<file path="config.mk">
export PLATFORM = sky130hd
export DESIGN_NAME = json_string_unescape_decoder
export DESIGN_NICKNAME = d
export VERILOG_FILES = /design/src/rtl/core/jsud_pkg.sv /design/src/rtl/core/jsud_in_reg.sv /design/src/rtl/core/jsud_decode.sv /design/src/rtl/core/jsud_out_reg.sv /design/src/rtl/core/json_string_unescape_decoder.sv
export SDC_FILE = /design/constraint.sdc
export NUM_CORES = 1
export LEC_CHECK = 0
export BUFFER_PORTS_ARGS = -buffer_cell sky130_fd_sc_hd__buf_2
export CAP_MARGIN = 20
export CELL_PAD_IN_SITES_DETAIL_PLACEMENT = 0
export CELL_PAD_IN_SITES_GLOBAL_PLACEMENT = 1
export CORE_UTILIZATION = 43
export CTS_BUF_LIST = sky130_fd_sc_hd__clkbuf_16
export DETAILED_ROUTE_END_ITERATION = 6
export GPL_TIMING_DRIVEN = 1
export PLACE_DENSITY_LB_ADDON = 0.08
export SKIP_CTS_REPAIR_TIMING = 1
export SLEW_MARGIN = 10
export SYNTH_ARGS = -nofsm -noshare
export SYNTH_HDL_FRONTEND = slang
export SYNTH_SLANG_ARGS = --single-unit
</file>
<file path="constraint.sdc">
create_clock -name clk -period 4.1 [get_ports clk]
set_input_delay 0.41 -clock clk [delete_from_list [all_inputs] [get_ports clk]]
set_output_delay 0.41 -clock clk [all_outputs]
set_load 0.1 [all_outputs]
</file>
<file path="src/rtl/core/jsud_pkg.sv">
package jsud_pkg;

    // field widths
    localparam int unsigned ByteW   = 8;
    localparam int unsigned CpW     = 21;
    localparam int unsigned StatusW = 2;
    localparam int unsigned HexW    = 16;
    localparam int unsigned HighW   = 10;
    localparam int unsigned LeftW   = 3;
    localparam int unsigned ModeW   = 2;

    // width mode codes, the spare code acts as four-byte units
    localparam logic [ModeW-1:0] MODE_ONE      = 2'd0;
    localparam logic [ModeW-1:0] MODE_TWO      = 2'd1;
    localparam logic [ModeW-1:0] MODE_FOUR     = 2'd2;
    localparam logic [ModeW-1:0] MODE_FOUR_ALT = 2'd3;

    // result status codes
    localparam logic [StatusW-1:0] ST_OK        = 2'd0;
    localparam logic [StatusW-1:0] ST_BAD_ESC   = 2'd1;
    localparam logic [StatusW-1:0] ST_BAD_LEAD  = 2'd2;
    localparam logic [StatusW-1:0] ST_TRUNCATED = 2'd3;

    // characters of interest
    localparam logic [ByteW-1:0] CH_BSLASH = 8'h5C;
    localparam logic [ByteW-1:0] CH_QUOTE  = 8'h22;
    localparam logic [ByteW-1:0] CH_SLASH  = 8'h2F;
    localparam logic [ByteW-1:0] CH_B      = 8'h62;
    localparam logic [ByteW-1:0] CH_F      = 8'h66;
    localparam logic [ByteW-1:0] CH_N      = 8'h6E;
    localparam logic [ByteW-1:0] CH_R      = 8'h72;
    localparam logic [ByteW-1:0] CH_T      = 8'h74;
    localparam logic [ByteW-1:0] CH_U      = 8'h75;

    // surrogate constants
    localparam logic [HexW-1:0] HIGH_SURR_LO = 16'hD800;
    localparam logic [HexW-1:0] HIGH_SURR_HI = 16'hDBFF;
    localparam logic [CpW-1:0]  SUPP_BASE    = 21'h10000;

    typedef enum logic [2:0] {
        PH_NORMAL  = 3'd0,
        PH_ESC     = 3'd1,
        PH_HEX     = 3'd2,
        PH_HEX_BAD = 3'd3,
        PH_UTF8    = 3'd4,
        PH_SKIP    = 3'd5,
        PH_LOW     = 3'd6,
        PH_LOW_BAD = 3'd7
    } phase_t;

    // one result item
    typedef struct packed {
        logic [CpW-1:0]     code_point;
        logic [StatusW-1:0] status;
        logic               final_res;
    } res_t;

    // one input item
    typedef struct packed {
        logic [ByteW-1:0] byte_in;
        logic             end_of_string;
    } item_t;

    // hex digit value, bit 4 set when the digit is valid
    function automatic logic [4:0] hex_digit(input logic [ByteW-1:0] b);
        logic [4:0] r;
        r = 5'd0;
        if (b >= 8'h30 && b <= 8'h39)
            r = {1'b1, b[3:0]};
        else if ((b >= 8'h41 && b <= 8'h46) || (b >= 8'h61 && b <= 8'h66))
            r = {1'b1, b[3:0] + 4'd9};
        return r;
    endfunction

endpackage

</file>
<file path="src/rtl/core/jsud_in_reg.sv">
module jsud_in_reg
    import jsud_pkg::*;
(
    input  logic  clk,
    input  logic  rst_n,
    input  logic  s_tvalid,
    output logic  s_tready,
    input  item_t s_item,
    input  logic  take,
    output logic  item_valid,
    output item_t item
);

    logic  valid_reg;
    logic  valid_next;
    item_t item_reg;

    // free slot or the held item leaves this cycle
    assign s_tready = !valid_reg || take;

    always_comb
    begin
        if (s_tvalid && s_tready)
            valid_next = 1'b1;
        else if (take)
            valid_next = 1'b0;
        else
            valid_next = valid_reg;
    end

    always_ff @(posedge clk or negedge rst_n)
    begin
        if (!rst_n)
            valid_reg <= 1'b0;
        else
            valid_reg <= valid_next;
    end

    // payload capture
    always_ff @(posedge clk)
    begin
        if (s_tvalid && s_tready)
            item_reg <= s_item;
    end

    assign item_valid = valid_reg;
    assign item       = item_reg;

endmodule

</file>
<file path="src/rtl/core/jsud_decode.sv">
module jsud_decode
    import jsud_pkg::*;
(
    input  logic             clk,
    input  logic             rst_n,
    input  logic [ModeW-1:0] width_mode,
    input  logic             item_valid,
    input  item_t            item,
    input  logic             res_ready,
    output logic             take,
    output logic             res_valid,
    output res_t             res
);

    phase_t           phase_reg, phase_next;
    logic [CpW-1:0]   char_reg, char_next;
    logic [HexW-1:0]  hex_reg, hex_next;
    logic [HighW-1:0] high_reg, high_next;
    logic [LeftW-1:0] left_reg, left_next;
    logic             failed_reg, failed_next;

    logic [ModeW-1:0]   mode;
    logic [ByteW-1:0]   b;
    logic               eos;
    logic               emit;
    logic               has_res;
    logic [CpW-1:0]     cp;
    logic [StatusW-1:0] st;
    logic [4:0]         dig;
    logic [HexW-1:0]    hex_sh;
    logic [LeftW-1:0]   left_dec;
    logic [HexW-1:0]    v;
    logic [CpW-1:0]     char_sh;

    assign mode     = (width_mode == MODE_FOUR_ALT) ? MODE_FOUR : width_mode;
    assign b        = item.byte_in;
    assign eos      = item.end_of_string;
    assign dig      = hex_digit(b);
    assign hex_sh   = {hex_reg[HexW-5:0], dig[3:0] & {4{dig[4]}}};
    assign left_dec = left_reg - 3'd1;
    assign char_sh  = {char_reg[CpW-7:0], b[5:0]};

    // one step of the decoder
    always_comb
    begin
        phase_next  = phase_reg;
        char_next   = char_reg;
        hex_next    = hex_reg;
        high_next   = high_reg;
        left_next   = left_reg;
        failed_next = failed_reg;
        emit        = 1'b0;
        cp          = '0;
        st          = ST_OK;
        v           = '0;

        if (failed_reg)
        begin
            if (eos)
            begin
                phase_next  = PH_NORMAL;
                char_next   = '0;
                hex_next    = '0;
                high_next   = '0;
                left_next   = '0;
                failed_next = 1'b0;
            end
        end
        else
        begin
            case (phase_reg)
                PH_NORMAL:
                begin
                    if (b == CH_BSLASH)
                        phase_next = PH_ESC;
                    else if (!b[7])
                    begin
                        emit = 1'b1;
                        cp   = {13'd0, b};
                    end
                    else if (!b[6])
                        st = ST_BAD_LEAD;
                    else if (!b[5])
                    begin
                        char_next  = {16'd0, b[4:0]};
                        left_next  = 3'd1;
                        phase_next = PH_UTF8;
                    end
                    else if (!b[4])
                    begin
                        if (mode == MODE_ONE)
                            st = ST_BAD_LEAD;
                        else
                        begin
                            char_next  = {17'd0, b[3:0]};
                            left_next  = 3'd2;
                            phase_next = PH_UTF8;
                        end
                    end
                    else
                    begin
                        if (mode != MODE_FOUR)
                            st = ST_BAD_LEAD;
                        else
                        begin
                            char_next  = {18'd0, b[2:0]};
                            left_next  = 3'd3;
                            phase_next = PH_UTF8;
                        end
                    end
                end
                PH_ESC:
                begin
                    phase_next = PH_NORMAL;
                    emit       = 1'b1;
                    case (b)
                        CH_B:      cp = 21'h08;
                        CH_F:      cp = 21'h0C;
                        CH_N:      cp = 21'h0A;
                        CH_R:      cp = 21'h0D;
                        CH_T:      cp = 21'h09;
                        CH_QUOTE,
                        CH_BSLASH,
                        CH_SLASH:  cp = {13'd0, b};
                        CH_U:
                        begin
                            emit       = 1'b0;
                            phase_next = PH_HEX;
                            hex_next   = '0;
                            left_next  = 3'd4;
                        end
                        default:
                        begin
                            emit = 1'b0;
                            st   = ST_BAD_ESC;
                        end
                    endcase
                end
                PH_HEX, PH_HEX_BAD:
                begin
                    hex_next  = hex_sh;
                    left_next = left_dec;
                    if (!dig[4])
                        phase_next = PH_HEX_BAD;
                    if (left_dec == 3'd0)
                    begin
                        v = (phase_next == PH_HEX_BAD) ? '0 : hex_sh;
                        if (mode == MODE_FOUR && v >= HIGH_SURR_LO && v <= HIGH_SURR_HI)
                        begin
                            high_next  = v[HighW-1:0];
                            left_next  = 3'd2;
                            phase_next = PH_SKIP;
                        end
                        else
                        begin
                            emit       = 1'b1;
                            cp         = {5'd0, v};
                            phase_next = PH_NORMAL;
                        end
                    end
                end
                PH_UTF8:
                begin
                    char_next = char_sh;
                    left_next = left_dec;
                    if (left_dec == 3'd0)
                    begin
                        emit       = 1'b1;
                        cp         = char_sh;
                        phase_next = PH_NORMAL;
                    end
                end
                PH_SKIP:
                begin
                    left_next = left_dec;
                    if (left_dec == 3'd0)
                    begin
                        phase_next = PH_LOW;
                        hex_next   = '0;
                        left_next  = 3'd4;
                    end
                end
                PH_LOW, PH_LOW_BAD:
                begin
                    hex_next  = hex_sh;
                    left_next = left_dec;
                    if (!dig[4])
                        phase_next = PH_LOW_BAD;
                    if (left_dec == 3'd0)
                    begin
                        v          = (phase_next == PH_LOW_BAD) ? '0 : hex_sh;
                        emit       = 1'b1;
                        cp         = SUPP_BASE + {1'b0, high_reg, v[HighW-1:0]};
                        phase_next = PH_NORMAL;
                    end
                end
                default:
                begin
                    phase_next = PH_NORMAL;
                end
            endcase

            // string ends inside a sequence
            if (!emit && st == ST_OK && eos && phase_next != PH_NORMAL)
                st = ST_TRUNCATED;

            if (st != ST_OK)
            begin
                emit = 1'b0;
                cp   = '0;
                if (!eos)
                    failed_next = 1'b1;
            end

            if (eos)
            begin
                phase_next = PH_NORMAL;
                char_next  = '0;
                hex_next   = '0;
                high_next  = '0;
                left_next  = '0;
            end

            // truncate to the code unit width
            if (mode == MODE_ONE)
                cp = {13'd0, cp[7:0]};
            else if (mode == MODE_TWO)
                cp = {5'd0, cp[15:0]};
        end
    end

    assign has_res        = !failed_reg && (emit || st != ST_OK);
    assign take           = item_valid && (!has_res || res_ready);
    assign res_valid      = take && has_res;
    assign res.code_point = cp;
    assign res.status     = st;
    assign res.final_res  = eos;

    // decoder state, advanced once per transfer taken
    always_ff @(posedge clk or negedge rst_n)
    begin
        if (!rst_n)
        begin
            phase_reg  <= PH_NORMAL;
            char_reg   <= '0;
            hex_reg    <= '0;
            high_reg   <= '0;
            left_reg   <= '0;
            failed_reg <= 1'b0;
        end
        else if (take)
        begin
            phase_reg  <= phase_next;
            char_reg   <= char_next;
            hex_reg    <= hex_next;
            high_reg   <= high_next;
            left_reg   <= left_next;
            failed_reg <= failed_next;
        end
    end

endmodule

</file>
<file path="src/rtl/core/jsud_out_reg.sv">
module jsud_out_reg
    import jsud_pkg::*;
(
    input  logic clk,
    input  logic rst_n,
    input  logic res_valid,
    input  res_t res,
    output logic res_ready,
    output logic m_tvalid,
    input  logic m_tready,
    output res_t m_res
);

    logic valid_reg;
    logic valid_next;
    res_t res_reg;

    // slot free or drained this cycle
    assign res_ready = !valid_reg || m_tready;

    always_comb
    begin
        if (res_valid)
            valid_next = 1'b1;
        else if (m_tready)
            valid_next = 1'b0;
        else
            valid_next = valid_reg;
    end

    always_ff @(posedge clk or negedge rst_n)
    begin
        if (!rst_n)
            valid_reg <= 1'b0;
        else
            valid_reg <= valid_next;
    end

    always_ff @(posedge clk)
    begin
        if (res_valid)
            res_reg <= res;
    end

    assign m_tvalid = valid_reg;
    assign m_res    = res_reg;

endmodule

</file>
<file path="src/rtl/core/json_string_unescape_decoder.sv">
// channel  | ports                              | payload
// ---------+------------------------------------+--------------------------------------
// input    | s_tvalid s_tready s_tdata s_tlast  | byte_in [7:0]; end_of_string on tlast
// output   | m_tvalid m_tready m_tdata m_tlast  | code_point [20:0], status [22:21]
//          |                                    | ([23] zero); final_res on tlast
// config   | cfg_valid cfg_ready cfg_data       | width_mode [1:0]
//
// one byte per cycle sustained while results are taken; a byte passes input register,
// decode step and output register, from which its result is offered on the output
// reset clears the decoder to normal text and sets width_mode to four-byte units
// a full output register that is not taken stalls the input only when the next byte has a result
module json_string_unescape_decoder
    import jsud_pkg::*;
(
    input  logic        clk,
    input  logic        rst_n,
    input  logic        s_tvalid,
    output logic        s_tready,
    input  logic [7:0]  s_tdata,   // byte_in
    input  logic        s_tlast,   // end_of_string
    output logic        m_tvalid,
    input  logic        m_tready,
    output logic [23:0] m_tdata,   // code_point, status, zero pad
    output logic        m_tlast,   // final_res
    input  logic        cfg_valid,
    output logic        cfg_ready,
    input  logic [1:0]  cfg_data   // width_mode
);

    logic [ModeW-1:0] mode_reg;
    item_t            s_item;
    item_t            item;
    logic             item_valid;
    logic             take;
    logic             res_valid;
    logic             res_ready;
    res_t             res;
    res_t             m_res;

    // width mode register
    assign cfg_ready = 1'b1;

    always_ff @(posedge clk or negedge rst_n)
    begin
        if (!rst_n)
            mode_reg <= MODE_FOUR;
        else if (cfg_valid && cfg_ready)
            mode_reg <= cfg_data;
    end

    assign s_item.byte_in       = s_tdata;
    assign s_item.end_of_string = s_tlast;

    jsud_in_reg u_in_reg (
        .clk        (clk),
        .rst_n      (rst_n),
        .s_tvalid   (s_tvalid),
        .s_tready   (s_tready),
        .s_item     (s_item),
        .take       (take),
        .item_valid (item_valid),
        .item       (item)
    );

    jsud_decode u_decode (
        .clk        (clk),
        .rst_n      (rst_n),
        .width_mode (mode_reg),
        .item_valid (item_valid),
        .item       (item),
        .res_ready  (res_ready),
        .take       (take),
        .res_valid  (res_valid),
        .res        (res)
    );

    jsud_out_reg u_out_reg (
        .clk       (clk),
        .rst_n     (rst_n),
        .res_valid (res_valid),
        .res       (res),
        .res_ready (res_ready),
        .m_tvalid  (m_tvalid),
        .m_tready  (m_tready),
        .m_res     (m_res)
    );

    assign m_tdata = {1'b0, m_res.status, m_res.code_point};
    assign m_tlast = m_res.final_res;

endmodule

</file>
==> metrics.md, run 1 <==
| Metric | Value |
|---|---|
| Outcome | completed |
| Number of synthesized flops with an enable pin | 33 |
| Total of max-cap violations | 0 |
| DRC | 0 |
| Post-DR wirelength/cell | ~20 um |
| Routed WL | 11570 um |
| Slew @ Worst Pin | between 1 and 1.5 ns |
| Die height | 103.1 um |
| Register area share after synthesis | between 40% and 50% |
| Via count | 3412 |
| Largest net degree at the start of global routing | 49 |
| FF+latch count, synth | ~80 |
| Die area | about 11000 sq um |
| Hold Path Class | in2async |
| Dpl hpwl | 8154 um |
| CTS Buffer Depth | 2 |
| Syn_nets | roughly 430 |
| Max IR drop VDD | between 0.3 and 0.4 mV |
| Sw frac | between 40 and 50% |
| Critical Path AT | ~3.5 ns |
| DRT Pass-1 Iters | 5 |
| # clock sinks | 81 |
| Antenna cells | 0 |
| Lkg Pwr | between 2 and 2.5 nW |
| Slew headroom | 31.22% |
| Post-Syn Instances | 403 |
| Drt initial violations | 264 |
| Mean cell area of the mapped netlist | ~11 sq um |
| Cell area after synthesis | ~4400 sq um |
| Top cells by area, synth | dfrtp_1 27%, edfxtp_1 23%, a22o_1 7.6%, nor2_1 3.8%, nand2_1 2.6% |
| Clk_skew | between 0.007 and 0.008 ns |
| RePlAce Congestion | 0.8117 |
| Synth top area share | a little over a quarter |
| Reg clk slew, reported paths | about 0.070 ns |
| Part of the power in registers | about a third |
| Cell Int Power | roughly 1.8 mW |
| Warnings from Yosys | 0 |
| CP Launch Type | flop |
| Width of the chip | 103.1 um |
| NetSw | 1.357 mW |
| CTS root buffer | clkbuf_16 |
| Vias per cell | between 5 and 6 |
| CTS Buf Count | 9 |
| Most used flip-flop cell after synthesis | dfrtp_1 |
| Yosys cell types | slightly below 70 |
| RSZ-0062 raised after global routing | no |
| Final Hold Fails | 0 |
| GRT Util Overall | around a quarter |
| I/O Pins | between 40 and 50 |
| Crit path kind | reg2out |
| Core area | 9819 sq um |
| Pwr Density | ~620 nW/um^2 |
| Fmax | ~260 MHz |
| Row count | 36 |
| H-tree levels | 3 |
| Tcrit/Tclk final | between 90% and 100% |
| Most common cell in the netlist | dfrtp_1 |
| Initial antenna violation count | 0 |
| Starting density of the core | between 40 and 50% |
| Crit path required time | 3.69 ns |
| Skew-Pair Late Insertion Delay | 0.35 ns |
| Dominant cell type by area after synthesis | dfrtp_1 |
| Synth cell count leaders | 47 x dfrtp_1, 44 x nor2_1, 38 x a22o_1 |
| IO Port Bufs | 41 |
| Combinational share of power | a little under two fifths |
| Worst Setup SP | u_in_reg.item[1]$_DFFE_PP_ |
| Vias in the first global route | between 3000 and 4000 |
| Slew Limit Fails | 0 |
| Fillers | between 900 and 1000 |
| Critical Path End Type | primary output |
| Setup WS post-layout | roughly 0.22 ns |
| Clock power frac | about 29% |
| ANT nets after route | 0 |
| Grt total ovfl | 0 |
| Multi-input gate area | approximately 2000 sq um |
| Max reg flops | 24 |
| Final nets | between 400 and 500 |
| Worst Path Max Fanout | 9 |
| Final setup viols | 0 |
| Fin crit period | between 3 and 4 ns |
| FFs w/ async S/R, synth | between 50% and 60% |
| Pre-CTS setup slack | about 0.38 ns |
| CTS tree | yes |
| Seq. cell area | approximately 2200 sq um |
| Fin Setup TNS | 0 ns |
| Area Growth Syn to Fin | 15.61% |
| First-pass GRT wire length | roughly 19000 um |
| RR Startpoint | u_in_reg.item[1]$_DFFE_PP_ |
| Share of post-route cells with drive strength above 1 | 20.98% |
==> cell families after synthesis <==
family | synth area share [%]
AO/OA/AOI/OAI | 26.06
XOR/XNOR | 0.9970
adder cells (fa/ha/maj) | 1.994
buffers and inverters | 3.703
flip-flops | 49.93
multiplexers | 0.7690
other | 0.1710
AND/OR/NAND/NOR | 16.38
==> final cells by class <==
class / count / area share, %
clock inverter: 7 / 2.045
multi-input combinational: 288 / 40.45
sequential: 81 / 43.19
timing repair buffer: 53 / 5.864
tap: 133 / 3.277
clock buffer: 9 / 4.435
inverter: 10 / 0.7391
==> per-stage QoR <==
stage | hold slack, ns | power (mW) | std cells | instance area [sq um] | utilization [%]
final | 0.1495 | 3.134 | 581 | 5079 | 51.72
after global routing | 0.2169 | 3.277 | 581 | 5079 | 51.72
after CTS | 0.1832 | 3.137 | 580 | 5062 | 51.55
after floorplan | 0.1144 | 1.995 | 403 | 4398 | -
after detailed placement | 0.4923 | 2.229 | 564 | 4733 | 48.20
after global placement | 0.4933 | 2.233 | 564 | 4733 | 48.20
==> metal layers <==
layer / vias up / GRT usage, % / part of all wire [%]
met3: 18 / 2.847 / 3.9
met5: - / 0 / 0
met2: 107 / 39.69 / 48
met4: 0 / 9.642 / 2.1
li1: 1617 / - / -
met1: 1670 / 32.36 / 46
==> power groups by stage <==
stage               Combinational [mW]  Sequential (mW)  Clock (mW)
detailed placement                1.15             1.08           0
finish                            1.16             1.06       0.910
CTS                               1.15             1.07       0.916
global placement                  1.15             1.08           0
floorplan                        0.498             1.50           0
global route                      1.24             1.08       0.949
==> cell usage in the layout, fill, tap and decap left out, types with 3 or more instances in the layout <==
| master | count |
|---|---|
| dfrtp_1 | 47 |
| nor2_1 | 44 |
| buf_2 | 40 |
| a22o_1 | 38 |
| edfxtp_1 | 33 |
| nand2_1 | 30 |
| o21ai_0 | 22 |
| a21oi_1 | 15 |
| buf_4 | 12 |
| nand3_1 | 11 |
| inv_1 | 10 |
| nand2b_1 | 10 |
| a22oi_1 | 9 |
| clkbuf_16 | 9 |
| a222oi_1 | 7 |
| ha_1 | 7 |
| nor2b_1 | 6 |
| a2111oi_4 | 4 |
| o21bai_1 | 4 |
| and2_1 | 4 |
| o211ai_1 | 4 |
| nor3_1 | 3 |
| xnor2_1 | 3 |
| and3_1 | 3 |
| a31oi_1 | 3 |
| o31ai_1 | 3 |
| mux2_2 | 3 |
| o41ai_1 | 3 |
| inv_6 | 3 |
==> final timing paths <==
check / endpoint / slack [ns] / depth (start not counted)
setup / recovery: s_tready / 0.22 / 10
min in group clk: u_in_reg.item[6]$_DFFE_PP_ / 0.23 / 1
hold / removal: u_decode.left_reg[0]$_DFFE_PN0P_ / 0.15 / 2
max in group asynchronous: u_decode.char_reg[3]$_DFFE_PN0P_ / 3.51 / 2
hold reg to reg: u_decode.left_reg[1]$_DFFE_PN0P_ / 0.50 / 1
setup reg to reg: u_out_reg.m_res[20]$_SDFFCE_PP0P_ / 0.43 / 10
==> worst max-delay path: stages (launching register included) <==
cell       delay [ns]
edfxtp_1         0.52
inv_1            0.14
ha_1             0.24
or3b_4           0.41
a2111oi_4        0.35
nor2_1           0.11
a21o_1           0.22
and3_1           0.21
nor3b_4          0.19
or4_1            0.44
clkbuf_4         0.30
Power figures use the tool's default switching activity.
==> run 2, diff against run 1 <==
- BUFFER_PORTS_ARGS: -buffer_cell sky130_fd_sc_hd__buf_2 -> -buffer_cell sky130_fd_sc_hd__buf_4
- MAX_ROUTING_LAYER: unset -> met4
==> metrics.md, run 2 (synthesized netlist as in run 1, its figures left out) <==
| Metric | Value |
|---|---|
| Outcome | completed |
| First-pass GRT wire length | roughly 19000 um |
| Reg clk slew, reported paths | 0.07 ns |
| Lkg Pwr | ~2 nW |
| WP buf/inv | 2 |
| Width of the chip | approximately 100 um |
| Commonest non-fill, non-tap cell in the layout | buf_4 |
| ANT nets after route | 0 |
| Die height | 103.1 um |
| Largest net degree at the start of global routing | between 40 and 50 |
| CP Launch Type | flop |
| Seq. cell area | 2193 sq um |
| Worst Path Max Fanout | 9 |
| RSZ-0062 raised after global routing | no |
| Drt initial violations | ~240 |
| # clock sinks | ~80 |
| Row count | 36 |
| Final nets | ~470 |
| CP max stage cell | edfxtp_1 |
| Max IR drop VDD | around 0.34 mV |
| Total of max-cap violations | 0 |
| Grt total ovfl | 0 |
| Post-DR wirelength/cell | about 20 um |
| Starting density of the core | around 45% |
| Initial antenna violation count | 0 |
| Skew-Pair Late Insertion Delay | 0.35 ns |
| Core area | a little under 10000 sq um |
| DRT Pass-1 Iters | 5 |
| Pwr Density | around 610 nW/um^2 |
| Critical Path AT | ~3.4 ns |
| Slew Limit Fails | 0 |
| Multi-input gate area | between 2000 and 2500 sq um |
| Antenna cells | 0 |
| CTS tree | yes |
| CTS root buffer | clkbuf_16 |
| I/O Pins | between 40 and 50 |
| Crit path required time | 3.69 ns |
| RePlAce Congestion | 0.8775 |
| Area Growth Syn to Fin | 17.66% |
| Share of post-route cells with drive strength above 1 | between 20% and 30% |
| Via count | about 3500 |
| CTS Buffer Depth | 2 |
| Max incr delay on CP | about 0.53 ns |
| Vias per cell | about 6.0 |
| CTS Buf Count | 9 |
| Vias in the first global route | between 3000 and 4000 |
| Tcrit/Tclk final | between 90% and 100% |
| Fin Setup TNS | 0 ns |
| Max reg flops | 24 |
| CP top delay family | simple AND/OR/NAND/NOR gates |
| Die area | between 10000 and 15000 sq um |
| Final setup viols | 0 |
| Fmax | ~260 MHz |
| H-tree levels | 3 |
| Dpl hpwl | 8386 um |
| Routed WL | 11740 um |
| Slew @ Worst Pin | ~1.1 ns |
| Critical Path End Type | primary output |
| Worst-path cell chain | inv_1, ha_1, or3b_4, a2111oi_4, nor2_1, a21o_1, and3_1, nor3b_4, or4_1, buf_4 |
| Fillers | just over 900 |
| Fin crit period | between 3 and 4 ns |
| Clk_skew | just over 0.008 ns |
| Slew headroom | roughly 29% |
| Crit path kind | reg2out |
| Final Hold Fails | 0 |
| Most frequent cells in the layout | 52 x buf_4, 47 x dfrtp_1, 44 x nor2_1 |
| R2r setup slk | 0.41 ns |
| Total design power | approximately 3.2 mW |
| Hold WS | approximately 0.076 ns |
| Hold Path Class | in2async |
| DRC | 0 |
| GRT Util Overall | around a quarter |
| IO Port Bufs | 41 |
## run 2: worst paths after layout
| kind | start | endpoint | cells past startpoint |
|---|---|---|---|
| max | u_in_reg.item[1]$_DFFE_PP_ | s_tready | 10 |
| min | rst_n | u_decode.left_reg[1]$_DFFE_PN0P_ | 1 |
| max reg2reg | u_in_reg.item[1]$_DFFE_PP_ | u_out_reg.m_res[21]$_SDFFCE_PP0P_ | 10 |
| min reg2reg | u_decode.left_reg[1]$_DFFE_PN0P_ | u_decode.left_reg[1]$_DFFE_PN0P_ | 1 |
| max in group asynchronous | rst_n | u_decode.hex_reg[8]$_DFFE_PN0P_ | 1 |
| min in group clk | s_tdata[2] | u_in_reg.item[3]$_DFFE_PP_ | 1 |
## run 2: power breakdown
group	internal (mW)	switching, mW	total (mW)
registers	0.981	0.0905	1.07
logic	0.292	0.905	1.20
clock network	0.521	0.362	0.883
## run 2: metrics by stage
stage	instances	setup WS, ns	instance area (sq um)	util, %
global route	580	0.1366	5169	52.64
detailed placement	563	0.4037	4828	49.17
finish	580	0.2723	5169	52.64
global placement	563	0.4860	4828	49.17
floorplan	403	0.4705	4398	-
CTS	579	0.09175	5155	52.50
## run 2: worst reg2reg max path, cell delays in order (launching register included)
cell,delay (ns)
edfxtp_1,0.53
inv_1,0.15
ha_1,0.23
or3b_4,0.41
a2111oi_4,0.35
nor2_1,0.11
a21o_1,0.22
and3_1,0.21
nor3b_4,0.19
nor3b_4,0.65
buf_4,0.34
## run 2: metal layers
metal | share of wire [%] | GRT usage (%)
met5 | 0 | -
met2 | 48 | 39.03
met3 | 3.8 | 3.932
met4 | 1.9 | 10.40
met1 | 46 | 33.49
## run 2: cell type report
cell class	instances	area share (%)
sequential	81	42.44
clock buffer	10	4.841
multi-input combinational	288	39.75
timing repair buffer	52	7.553
tap	133	3.220
inverter	10	0.7262
clock inverter	6	1.477
==> run 3, diff against run 2 <==
- CORE_UTILIZATION: 43 -> 47
- clock period: 4.1 -> 3.9 ns (I/O delays scaled with it)
==> metrics.md, run 3 (synthesized netlist as in run 1, its figures left out) <==
| Metric | Value |
|---|---|
| Width of the chip | slightly below 100 um |
| CTS Buf Count | 9 |
| Metal-1 WL | around 5000 um |
| Grt total ovfl | 0 |
| Setup WS post-layout | roughly 0.23 ns |
| Lkg Pwr | between 2 and 2.5 nW |
| CP Launch Type | flop |
| Slew Limit Fails | 0 |
| Final nets | 469 |
| Wire length on met2 | between 5000 and 6000 um |
| Vias in the first global route | approximately 3400 |
| Hold Path Class | in2async |
| Slew @ Worst Pin | 1.007 ns |
| Row count | 34 |
| Outcome | completed |
| Share of post-route cells with drive strength above 1 | a little over a fifth |
| I/O Pins | 44 |
| Die height | between 90 and 100 um |
| Seq. cell area | between 2000 and 2500 sq um |
| Most frequent cells in the layout | 56 x buf_4, 47 x dfrtp_1, 44 x nor2_1 |
| DRT Pass-1 Iters | 7 |
| Critical Path End Type | flop |
| Final Hold Fails | 0 |
| Critical Path AT | approximately 3.7 ns |
| CTS tree | yes |
| Met3 routed WL | ~640 um |
| Total design power | roughly 3.3 mW |
| Crit path required time | 3.93 ns |
| Final setup viols | 0 |
| Tcrit/Tclk final | a little over nine tenths |
| Die area | 9738 sq um |
| H-tree levels | 3 |
| Fmax | about 270 MHz |
| Post-DR wirelength/cell | roughly 20 um |
| CTS Buffer Depth | 2 |
| Starting density of the core | 49.41% |
| Clk_skew | 0.009086 ns |
| CTS root buffer | clkbuf_16 |
| Largest net degree at the start of global routing | 49 |
| Dpl hpwl | 8133 um |
| Vias per cell | between 6 and 7 |
| Skew-Pair Late Insertion Delay | 0.34 ns |
| GRT Util Overall | about a quarter |
| Max reg flops | 24 |
| RePlAce Congestion | 0.9075 |
| # clock sinks | 81 |
| Commonest non-fill, non-tap cell in the layout | buf_4 |
| Worst Path Max Fanout | 13 |
| Via count | between 3000 and 4000 |
| Pwr Density | 646.6 nW/um^2 |
| Crit path kind | reg2reg |
| Uppermost routed layer | met4 |
| ANT nets after route | 0 |
| RSZ-0062 raised after global routing | no |
| Fin Setup TNS | 0 ns |
| Reg clk slew, reported paths | 0.06 ns |
| Pre-CTS setup slack | 0.3215 ns |
| Max IR drop VDD | between 0.4 and 0.5 mV |
| Drt initial violations | 232 |
| Area Growth Syn to Fin | 17.77% |
| Routed WL | between 10000 and 15000 um |
| Antenna cells | 0 |
| Initial antenna violation count | 0 |
| Slew headroom | about a third |
| Reg2reg path depth | 10 |
| First-pass GRT wire length | 18380 um |
| Multi-input gate area | between 2000 and 2500 sq um |
| DRC | 0 |
| IO Port Bufs | slightly above 40 |
| Fin crit period | around 3.7 ns |
| Fillers | ~730 |
| Total of max-cap violations | 0 |
| Core area | between 8000 and 9000 sq um |
-- run 3: worst paths after layout --
check	start	end	slack [ns]
max in group asynchronous	rst_n	u_decode.char_reg[9]$_DFFE_PN0P_	3.41
max	u_in_reg.item[2]$_DFFE_PP_	u_out_reg.m_res[22]$_SDFFCE_PP0P_	0.23
max reg2reg	u_in_reg.item[2]$_DFFE_PP_	u_out_reg.m_res[22]$_SDFFCE_PP0P_	0.23
min	rst_n	u_decode.char_reg[11]$_DFFE_PN0P_	0.07
min in group clk	s_tlast	u_in_reg.item[0]$_DFFE_PP_	0.22
min reg2reg	u_decode.left_reg[1]$_DFFE_PN0P_	u_decode.left_reg[1]$_DFFE_PN0P_	0.51
-- run 3: worst max-delay path, stage by stage, from the launching register on --
cell and delay (ns):
edfxtp_1 0.51, ha_1 0.28, or3b_4 0.41, a2111oi_4 0.34, nor2_1 0.10, a21o_1 0.22, and3_1 0.21, nor3b_4 0.17
buf_4 0.19, nor3b_4 0.59, buf_4 0.34
-- run 3: per-stage QoR --
stage	cell area, sq um	cells	util, %	hold WS (ns)
5_1_grt	5174	559	58.19	0.1203
4_1_cts	5149	557	57.91	0.09788
2_1_floorplan	4398	403	-	0.09441
6_report	5174	559	58.19	0.06922
3_5_place_dp	4820	541	54.21	0.4576
3_3_place_gp	4820	541	54.21	0.4570
-- run 3: cell type report --
type | count | area share (%)
Inverter | 10 | 0.7255
Clock buffer | 9 | 4.353
Tap cell | 108 | 2.612
Clock inverter | 7 | 2.007
Multi-Input combinational cell | 288 | 39.78
Sequential cell | 81 | 42.39
Timing Repair Buffer | 56 | 8.126
-- run 3: where the power goes --
group          leakage [nW]  internal [mW]  switching (mW)
combinational         0.912          0.312           0.927
sequential            0.975           1.03           0.126
clock                 0.163          0.573           0.376
-- run 3: layer usage --
metal	global-route usage, %	vias to the layer above
li1	-	1621
met1	34.58	1715
met2	40.30	139
met3	3.404	15
met4	8.726	0
met5	-	-
